File: src/rtl/riff_metadata_chunk_stripper_assert.svh
// ----------------------------------------------------------------------------
// RIFF metadata chunk stripper assertion macros
// Shared concurrent assertion forms, clocked on clk and disabled in reset.
// ----------------------------------------------------------------------------
`ifndef RIFF_METADATA_CHUNK_STRIPPER_ASSERT_SVH
`define RIFF_METADATA_CHUNK_STRIPPER_ASSERT_SVH

// The consequent must hold in the same cycle as the antecedent.
`define RMCS_ASSERT_SAME(label, ante, cons) \
	label: assert property (@(posedge clk) disable iff (!arst_n) (ante) |-> (cons)) \
		else $error("rmcs check failed");

// The consequent must hold in the cycle after the antecedent.
`define RMCS_ASSERT_NEXT(label, ante, cons) \
	label: assert property (@(posedge clk) disable iff (!arst_n) (ante) |=> (cons)) \
		else $error("rmcs check failed");

`endif

File: src/rtl/rmcs_pkg.sv
// ----------------------------------------------------------------------------
// RIFF metadata chunk stripper package
// Signatures, chunk names, walker phase codes and the summary record type.
// ----------------------------------------------------------------------------
`default_nettype none

package rmcs_pkg;

	// Four-character codes, first character in the lowest byte.
	localparam logic [31:0] SIG_RIFF  = 32'h4646_4952;
	localparam logic [31:0] SIG_WEBP  = 32'h5042_4557;
	localparam logic [31:0] FCC_EXIF  = 32'h4649_5845;
	localparam logic [31:0] FCC_XMP   = 32'h2050_4D58;
	localparam logic [31:0] FCC_ICCP  = 32'h5043_4349;

	// Rewritten file header with a zero size field, byte 0 in the low bits.
	localparam logic [95:0] FRESH_HDR = {SIG_WEBP, 32'h0000_0000, SIG_RIFF};

	localparam logic [3:0] FILE_HDR_LAST  = 4'd11;
	localparam logic [3:0] CHUNK_HDR_LAST = 4'd7;
	localparam logic [3:0] FILE_HDR_BYTES = 4'd12;
	localparam logic [3:0] CHUNK_HDR_BYTES = 4'd8;

	// Walker phases.
	localparam logic [2:0] PH_HEADER    = 3'd0;
	localparam logic [2:0] PH_CHUNK_HDR = 3'd1;
	localparam logic [2:0] PH_BODY      = 3'd2;
	localparam logic [2:0] PH_STOPPED   = 3'd3;

	typedef struct packed {
		logic        header_valid;
		logic [31:0] riff_size;
		logic [31:0] removed_bytes;
		logic [31:0] removed_chunks;
	} summary_t;

endpackage

`default_nettype wire

File: src/rtl/riff_metadata_chunk_stripper.sv
// ----------------------------------------------------------------------------
// RIFF metadata chunk stripper
// Walks a RIFF/WEBP byte stream, drops EXIF, XMP and ICCP chunks, passes the
// rest and closes each file with a summary record.
// ----------------------------------------------------------------------------
//  channel   direction  request
//  s_axis    in         one file byte, tlast on the last byte of a file
//  m_axis    out        one kept byte, or the summary when tuser is high
//  cfg       in         file length in bytes, 32 bits
//
// A byte is registered on entry and processed once the burst register is
// free. That register unloads one result per cycle while m_axis is ready, so
// plain body bytes flow at one per cycle. A completed file header releases 12
// results and a kept chunk header 8; the entry stage stalls while a burst and
// any summary drain. Reset returns the walker to the file header phase and
// the file length to zero. Either side may stall at any time without loss.
// ----------------------------------------------------------------------------
`default_nettype none

`include "riff_metadata_chunk_stripper_assert.svh"

module riff_metadata_chunk_stripper
	import rmcs_pkg::*;
(
	input  wire logic         clk,
	input  wire logic         arst_n,

	input  wire logic         s_axis_tvalid,
	output      logic         s_axis_tready,
	input  wire logic [7:0]   s_axis_tdata,   // data_byte[7:0]
	input  wire logic         s_axis_tlast,

	output      logic         m_axis_tvalid,
	input  wire logic         m_axis_tready,
	// out_byte[7:0], header_valid[8], riff_size[40:9], removed_bytes[72:41],
	// removed_chunks[104:73], zero fill[111:105]
	output      logic [111:0] m_axis_tdata,
	output      logic         m_axis_tuser,   // is_summary[0]
	output      logic         m_axis_tlast,

	input  wire logic         cfg_valid,
	output      logic         cfg_ready,
	input  wire logic [31:0]  cfg_data
);

	logic [31:0] file_length_q;

	// Entry stage.
	logic        valid_s1;
	logic [7:0]  byte_s1;
	logic        fin_s1;

	// Walker state.
	logic [2:0]  phase_q;
	logic [3:0]  cnt_q;
	logic        ok_q;
	logic [7:0]  chdr_buf_q [0:6];
	logic [32:0] body_q;
	logic        keep_q;
	logic [32:0] kept_q;
	logic [31:0] rm_bytes_q;
	logic [31:0] rm_chunks_q;

	// Result burst.
	logic [3:0]  brem_q;
	logic [3:0]  bbytes_q;
	logic [95:0] bdata_q;
	summary_t    bsum_q;

	logic        burst_free;
	logic        advance;
	logic        out_take;

	// Next-state values.
	logic [2:0]  phase_nx;
	logic [3:0]  cnt_nx;
	logic        ok_nx;
	logic [32:0] body_nx;
	logic        keep_nx;
	logic [32:0] kept_nx;
	logic [31:0] rm_bytes_nx;
	logic [31:0] rm_chunks_nx;
	logic [3:0]  emit_n;
	logic [95:0] emit_data;
	summary_t    sum_nx;

	logic [63:0] chdr_full;
	logic [31:0] chunk_len;
	logic [32:0] padded;
	logic        is_meta;
	logic [34:0] fit_sum;
	logic [33:0] rm_sum;
	logic [7:0]  sig_byte;

	assign cfg_ready     = 1'b1;
	assign out_take      = m_axis_tvalid && m_axis_tready;
	assign burst_free    = (brem_q == 4'd0) || ((brem_q == 4'd1) && m_axis_tready);
	assign advance       = valid_s1 && burst_free;
	assign s_axis_tready = !valid_s1 || burst_free;

	assign chdr_full = {byte_s1, chdr_buf_q[6], chdr_buf_q[5], chdr_buf_q[4],
		chdr_buf_q[3], chdr_buf_q[2], chdr_buf_q[1], chdr_buf_q[0]};
	assign chunk_len = chdr_full[63:32];
	assign padded    = {1'b0, chunk_len} + {32'd0, chunk_len[0]};
	assign is_meta   = (chdr_full[31:0] == FCC_EXIF) || (chdr_full[31:0] == FCC_XMP)
		|| (chdr_full[31:0] == FCC_ICCP);
	assign fit_sum   = {2'b00, kept_q} + 35'd8 + {2'b00, padded};
	assign rm_sum    = {2'b00, rm_bytes_q} + 34'd8 + {1'b0, padded};
	assign sig_byte  = cnt_q[3] ? SIG_WEBP[{cnt_q[1:0], 3'b000} +: 8]
		: SIG_RIFF[{cnt_q[1:0], 3'b000} +: 8];

	always_comb begin
		phase_nx     = phase_q;
		cnt_nx       = cnt_q;
		ok_nx        = ok_q;
		body_nx      = body_q;
		keep_nx      = keep_q;
		kept_nx      = kept_q;
		rm_bytes_nx  = rm_bytes_q;
		rm_chunks_nx = rm_chunks_q;
		emit_n       = 4'd0;
		emit_data    = {88'd0, byte_s1};

		case (phase_q)
			PH_HEADER: begin
				// Bytes 4 to 7 carry the old size and are not checked.
				if ((cnt_q[3] || !cnt_q[2]) && (byte_s1 != sig_byte)) begin
					ok_nx = 1'b0;
				end
				cnt_nx = cnt_q + 4'd1;
				if (cnt_q == FILE_HDR_LAST) begin
					cnt_nx = 4'd0;
					if (ok_nx) begin
						emit_n    = FILE_HDR_BYTES;
						emit_data = FRESH_HDR;
						kept_nx   = kept_q + 33'(FILE_HDR_BYTES);
						phase_nx  = PH_CHUNK_HDR;
					end else begin
						phase_nx = PH_STOPPED;
					end
				end
			end
			PH_CHUNK_HDR: begin
				cnt_nx = cnt_q + 4'd1;
				if (cnt_q == CHUNK_HDR_LAST) begin
					cnt_nx = 4'd0;
					if (is_meta) begin
						rm_bytes_nx  = (rm_sum[33:32] != 2'b00) ? 32'hFFFF_FFFF : rm_sum[31:0];
						rm_chunks_nx = (rm_chunks_q == 32'hFFFF_FFFF) ? rm_chunks_q
							: rm_chunks_q + 32'd1;
						keep_nx      = 1'b0;
						body_nx      = padded;
						phase_nx     = (padded != 33'd0) ? PH_BODY : PH_CHUNK_HDR;
					end else if (fit_sum > {3'b000, file_length_q}) begin
						phase_nx = PH_STOPPED;
					end else begin
						emit_n    = CHUNK_HDR_BYTES;
						emit_data = {32'd0, chdr_full};
						kept_nx   = kept_q + 33'(CHUNK_HDR_BYTES);
						keep_nx   = 1'b1;
						body_nx   = padded;
						phase_nx  = (padded != 33'd0) ? PH_BODY : PH_CHUNK_HDR;
					end
				end
			end
			PH_BODY: begin
				if (keep_q) begin
					emit_n  = 4'd1;
					kept_nx = kept_q + 33'd1;
				end
				body_nx = body_q - 33'd1;
				if (body_q == 33'd1) begin
					phase_nx = PH_CHUNK_HDR;
				end
			end
			default: begin
			end
		endcase

		sum_nx.header_valid   = (phase_nx != PH_HEADER) && ok_nx;
		sum_nx.riff_size      = sum_nx.header_valid ? (kept_nx[31:0] - 32'd8) : 32'd0;
		sum_nx.removed_bytes  = rm_bytes_nx;
		sum_nx.removed_chunks = rm_chunks_nx;
	end

	always_ff @(posedge clk or negedge arst_n) begin
		if (!arst_n) begin
			file_length_q <= 32'd0;
		end else if (cfg_valid && cfg_ready) begin
			file_length_q <= cfg_data;
		end
	end

	always_ff @(posedge clk or negedge arst_n) begin
		if (!arst_n) begin
			valid_s1 <= 1'b0;
		end else if (s_axis_tvalid && s_axis_tready) begin
			valid_s1 <= 1'b1;
		end else if (advance) begin
			valid_s1 <= 1'b0;
		end
	end

	always_ff @(posedge clk) begin
		if (s_axis_tvalid && s_axis_tready) begin
			byte_s1 <= s_axis_tdata;
			fin_s1  <= s_axis_tlast;
		end
	end

	always_ff @(posedge clk or negedge arst_n) begin
		if (!arst_n) begin
			phase_q     <= PH_HEADER;
			cnt_q       <= 4'd0;
			ok_q        <= 1'b1;
			body_q      <= 33'd0;
			keep_q      <= 1'b0;
			kept_q      <= 33'd0;
			rm_bytes_q  <= 32'd0;
			rm_chunks_q <= 32'd0;
		end else if (advance) begin
			if (fin_s1) begin
				// End of file: start over for the next file.
				phase_q     <= PH_HEADER;
				cnt_q       <= 4'd0;
				ok_q        <= 1'b1;
				body_q      <= 33'd0;
				keep_q      <= 1'b0;
				kept_q      <= 33'd0;
				rm_bytes_q  <= 32'd0;
				rm_chunks_q <= 32'd0;
			end else begin
				phase_q     <= phase_nx;
				cnt_q       <= cnt_nx;
				ok_q        <= ok_nx;
				body_q      <= body_nx;
				keep_q      <= keep_nx;
				kept_q      <= kept_nx;
				rm_bytes_q  <= rm_bytes_nx;
				rm_chunks_q <= rm_chunks_nx;
			end
		end
	end

	// The eighth header byte is taken straight from the entry stage.
	always_ff @(posedge clk) begin
		if (advance && (phase_q == PH_CHUNK_HDR) && (cnt_q != CHUNK_HDR_LAST)) begin
			chdr_buf_q[cnt_q[2:0]] <= byte_s1;
		end
	end

	always_ff @(posedge clk or negedge arst_n) begin
		if (!arst_n) begin
			brem_q   <= 4'd0;
			bbytes_q <= 4'd0;
		end else if (advance) begin
			brem_q   <= emit_n + {3'd0, fin_s1};
			bbytes_q <= emit_n;
		end else if (out_take) begin
			brem_q <= brem_q - 4'd1;
			if (bbytes_q != 4'd0) begin
				bbytes_q <= bbytes_q - 4'd1;
			end
		end
	end

	always_ff @(posedge clk) begin
		if (advance) begin
			bdata_q <= emit_data;
			bsum_q  <= sum_nx;
		end else if (out_take && (bbytes_q != 4'd0)) begin
			bdata_q <= {8'd0, bdata_q[95:8]};
		end
	end

	assign m_axis_tvalid = (brem_q != 4'd0);
	assign m_axis_tuser  = (bbytes_q == 4'd0);
	assign m_axis_tlast  = (brem_q == 4'd1);
	assign m_axis_tdata  = m_axis_tuser
		? {7'd0, bsum_q.removed_chunks, bsum_q.removed_bytes, bsum_q.riff_size,
			bsum_q.header_valid, 8'd0}
		: {104'd0, bdata_q[7:0]};

	`RMCS_ASSERT_SAME(a_summary_closes_burst, m_axis_tvalid && m_axis_tuser, m_axis_tlast)
	`RMCS_ASSERT_SAME(a_bytes_within_burst, 1'b1, bbytes_q <= brem_q)
	`RMCS_ASSERT_SAME(a_body_not_empty, phase_q == PH_BODY, body_q != 33'd0)
	`RMCS_ASSERT_NEXT(a_stalled_entry_held, valid_s1 && !burst_free, valid_s1)

endmodule

`default_nettype wire
File: config.mk
export PLATFORM = sky130hd
export DESIGN_NAME = riff_metadata_chunk_stripper
export DESIGN_NICKNAME = d
export VERILOG_FILES = /design/src/rtl/rmcs_pkg.sv /design/src/rtl/riff_metadata_chunk_stripper.sv
export VERILOG_INCLUDE_DIRS = /design/src /design/src/rtl
export SDC_FILE = /design/constraint.sdc
export NUM_CORES = 1
export LEC_CHECK = 0
export ABC_AREA = 1
export BUFFER_PORTS_ARGS = -buffer_cell sky130_fd_sc_hd__buf_2
export CAP_MARGIN = 20
export CORE_ASPECT_RATIO = 0.8
export CORE_MARGIN = 2
export CORE_UTILIZATION = 60
export DETAILED_ROUTE_END_ITERATION = 7
export HOLD_SLACK_MARGIN = 0.05
export PLACE_DENSITY = 0.75
export SLEW_MARGIN = 20
export SYNTH_ARGS = -nofsm -noshare
export SYNTH_HDL_FRONTEND = slang
export SYNTH_SLANG_ARGS = --single-unit
File: constraint.sdc
create_clock -name clk -period 7.4 [get_ports clk]
set_clock_uncertainty 0.2 [all_clocks]
set_input_delay 1.11 -clock clk [delete_from_list [all_inputs] [get_ports clk]]
set_output_delay 1.11 -clock clk [all_outputs]
set_load 0.005 [all_outputs]
==> flow_summary.ini <==
[synth]
synthesis.instances = 3800
synth_sequential_area_ratio = 0.402
synthArstFlopShare = 0.435
ys_types = 61
number_of_flops_mapped_to_enable_cells_by_yosys = 234
ys.warnings.count = 0
syn_area_per_cell_um2 = 7.54
synth-seq-cells = 414
syn-cell-area_mm2 = 0.0287
yosys_most_used_dff = sky130_fd_sc_hd__edfxtp_1

[timing]
final.hold.worst_slack_ns = 0.229
final.setup.tns_ns = 0
max_slew_margin = 0.274
timing.final.crit_period_ns = 6.90
period_share = 0.932
setup_slack_ns = 0.503
drv_slew = 0
report.final.setup_viol = 0
achievable_clock_frequency_mhz = 145
hold_viol_final = 0
tightest_slew_ns = 1.09

[finish]
area_overhead_vs_synth_pct = 11.8
multi_input_comb_area_mm2 = 0.0146
fill_cell_count = 4069
drive_above_1_share = 0.0990
design.final.nets = 4173
area.sequential_mm2 = 0.0115

[pwr]
peakVddDrop_uv = 405
sequentialPowerShare = 0.314
power.share.combinational = 0.491
power.static_leakage_uw = 0.0156
power.net_switching_uw = 5750
switching_share = 0.460
power_per_cell_area_mw_per_mm2 = 390
power.share.clock = 0.195
internal_power_uw = 6760

[die]
fp.dieW_um = 248
core_area_mm2 = 0.0471
area_of_the_die_mm2 = 0.0496
io_pins = 163
die_y_um = 200
start_util = 0.609
placementRows = 71

[place]
dp.final_hpwl_um = 68800
dpl_worst_slack_ns = 0.0900
io_buffers = 154
globalplace.congestion = 1.07

[outcome]
violations_in_the_final_reports = DRC
outcome = finished with violations

[global_routing]
overflow = 0
vias_in_the_first_global_route = 25002
grt_antenna_before_repair = 2
grtUsageTotal = 0.371
grt_pass1_wl_um = 141000
grt_max_degree = 86

[critical_path]
end_kind = flip-flop
critPathArrivalTime_ns = 7.12
crit_slowest_cell = sky130_fd_sc_hd__nor2_4
cp_dominant_cell_by_count = sky130_fd_sc_hd__nand2_1
worstSetupStartpointType = flip-flop
cpPeakStageDelay_ns = 0.45
criticalPathCategory = reg2reg
critical_path_peak_fanout = 18
critical_path_required_ns = 7.62

[flow_run]
cap_violations = 0

[clock_tree]
cts_tree = built
clk_path_buf_depth = 3
cts.root.buffer_cell = sky130_fd_sc_hd__clkbuf_16
postCtsHoldBufs = 0
deepest_level_of_the_cts_h_tree = 2
clk_pin_slew_worst_setup_hold_paths_ns = 0.06
clock_sinks = 414
number_of_buffers_created_by_cts = 44
worst_skew_pair.late_latency_ns = 0.61

[routing]
routed_via_density = 5.89
drt_pass1_iterations = 8
routed-via-count = 27148
routed_wl_um = 91500
initialDrtViolationCount = 3192
wl_per_cell_um = 19.8
final_antenna_net_count = 0
drc = 6

[worst_hold_path]
min-delay-path-class = in2async
path summary, 6_finish.rpt:
check	slack, ns	cells past startpoint	start	endpoint
max	0.50	38	chdr_buf_q[4][0]$_DFFE_PP_	bsum_q[87]$_SDFFCE_PN0P_
min	0.23	1	arst_n	rm_bytes_q[7]$_DFFE_PN0P_
max reg2reg	0.50	38	chdr_buf_q[4][0]$_DFFE_PP_	bsum_q[87]$_SDFFCE_PN0P_
min reg2reg	0.32	2	bdata_q[49]$_DFFE_PP_	bdata_q[41]$_DFFE_PP_
max in group asynchronous	5.44	2	arst_n	kept_q[14]$_DFFE_PN0P_
min in group clk	0.32	2	bdata_q[49]$_DFFE_PP_	bdata_q[41]$_DFFE_PP_
state kept, by name, summed over array words and instances (netlist names):
signal and count:
rm_chunks_q 32, bbytes_q 4, phase_q 3, cnt_q 4, kept_q 33, bdata_q 72
body_q 33, chdr_buf_q 56, rm_bytes_q 32, ok_q 1, byte_s1 8, fin_s1 1
brem_q 4, valid_s1 1, bsum_q 97, file_length_q 32, keep_q 1
cell type report:
class / count / share of cell area
Multi-Input combinational cell: 2678 / 0.456
Tap cell: 620 / 0.0242
Clock inverter: 25 / 0.0121
Sequential cell: 414 / 0.360
Clock buffer: 57 / 0.0378
Antenna cell: 2 / 0.000156
Timing Repair Buffer: 223 / 0.0406
Inverter: 593 / 0.0695
worst max-delay path: cells and delay by family (launching register included):
kind | cells | cell delay (ns)
AO/OA/AOI/OAI | 5 | 0.85
XOR/XNOR | 2 | 0.42
adder cells (fa/ha/maj) | 3 | 0.98
buffers and inverters | 6 | 0.96
flip-flops | 1 | 0.37
AND/OR/NAND/NOR | 22 | 2.88
what timing repair did:
action,in CTS,in global routing
buffers inserted,0,4
hold endpoints to repair,0,0
setup endpoints to repair,0,100
gates resized for setup,0,36
logic make-up after synthesis:
| kind of cell | synth area share |
|---|---|
| and+or+nand+nor | 0.260 |
| buffers and inverters | 0.0964 |
| AOI/OAI and AO/OA | 0.118 |
| DFF | 0.402 |
| adders and majority gates | 0.0760 |
| xor gates and xnor gates | 0.0467 |
| other | 0.000262 |
| muxes | 0.000393 |
metal layers:
layer / share of wire / up-vias / track usage
met5: 0.00013 / - / 0.0132
met4: 0.038 / 2 / 0.142
met3: 0.12 / 219 / 0.0927
met2: 0.41 / 1524 / 0.525
met1: 0.43 / 12528 / 0.544
li1: - / 12875 / -
metrics by stage:
stage               utilization  cell area, um2  power [uW]  std cells
floorplan                     -           28700        7940       3806
global placement          0.642           30200        9690       4524
detailed placement        0.642           30200        9760       4524
CTS                       0.676           31800       12200       4606
global route              0.681           32100       13400       4610
finish                    0.681           32100       12500       4612
Yosys cell counts, drive strengths merged, types with 4 or more instances:
| library cell | count | area share |
|---|---|---|
| nand2 | 827 | 0.11 |
| inv | 585 | 0.077 |
| nor2 | 463 | 0.065 |
| o21ai | 274 | 0.048 |
| edfxtp | 234 | 0.25 |
| nand3 | 229 | 0.041 |
| dfrtp | 179 | 0.16 |
| ha | 171 | 0.075 |
| a21oi | 155 | 0.027 |
| xor2 | 125 | 0.038 |
| clkbuf | 91 | 0.012 |
| nor3 | 91 | 0.016 |
| o22ai | 90 | 0.020 |
| nand4 | 74 | 0.016 |
| nor4 | 36 | 0.0083 |
| buf | 30 | 0.0068 |
| xnor2 | 28 | 0.0086 |
| o211ai | 19 | 0.0050 |
| a31oi | 17 | 0.0039 |
| nand3b | 11 | 0.0029 |
| clkinv | 8 | 0.0011 |
| o31ai | 8 | 0.0021 |
| a32o | 7 | 0.0024 |
| a21o | 5 | 0.0013 |
| a211oi | 4 | 0.0010 |
| a21boi | 4 | 0.0010 |
| a221oi | 4 | 0.0012 |
| o21a | 4 | 0.0010 |
power by group through the flow:
| stage | Combinational [uW] | Clock (uW) | Sequential [uW] |
|---|---|---|---|
| floorplan | 4250 | 0 | 3690 |
| global placement | 5770 | 0 | 3920 |
| detailed placement | 5830 | 0 | 3930 |
| CTS | 5870 | 2450 | 3900 |
| global route | 6860 | 2540 | 3980 |
| finish | 6150 | 2440 | 3930 |
cells in the final DEF (no fill, tap or decap), drive strengths merged, types with 3 or more instances in the layout:
| cell type | Yosys | final |
|---|---|---|
| nand2 | 827 | 827 |
| inv | 585 | 588 |
| nor2 | 463 | 463 |
| o21ai | 274 | 274 |
| edfxtp | 234 | 234 |
| nand3 | 229 | 229 |
| buf | 30 | 222 |
| dfrtp | 179 | 179 |
| ha | 171 | 171 |
| a21oi | 155 | 155 |
| xor2 | 125 | 125 |
| nor3 | 91 | 91 |
| o22ai | 90 | 90 |
| nand4 | 74 | 74 |
| clkbuf | 91 | 58 |
| nor4 | 36 | 36 |
| xnor2 | 28 | 28 |
| clkinv | 8 | 22 |
| o211ai | 19 | 19 |
| a31oi | 17 | 17 |
| nand3b | 11 | 11 |
| conb | 2 | 8 |
| o31ai | 8 | 8 |
| a32o | 7 | 7 |
| bufinv | 0 | 7 |
| a21o | 5 | 5 |
| o21a | 4 | 4 |
| a21boi | 4 | 4 |
| a211oi | 4 | 4 |
| a221oi | 4 | 4 |
| nor3b | 3 | 3 |
| or2 | 3 | 3 |
| o221ai | 3 | 3 |
| o2111ai | 3 | 3 |
Power figures use the tool's default switching activity.
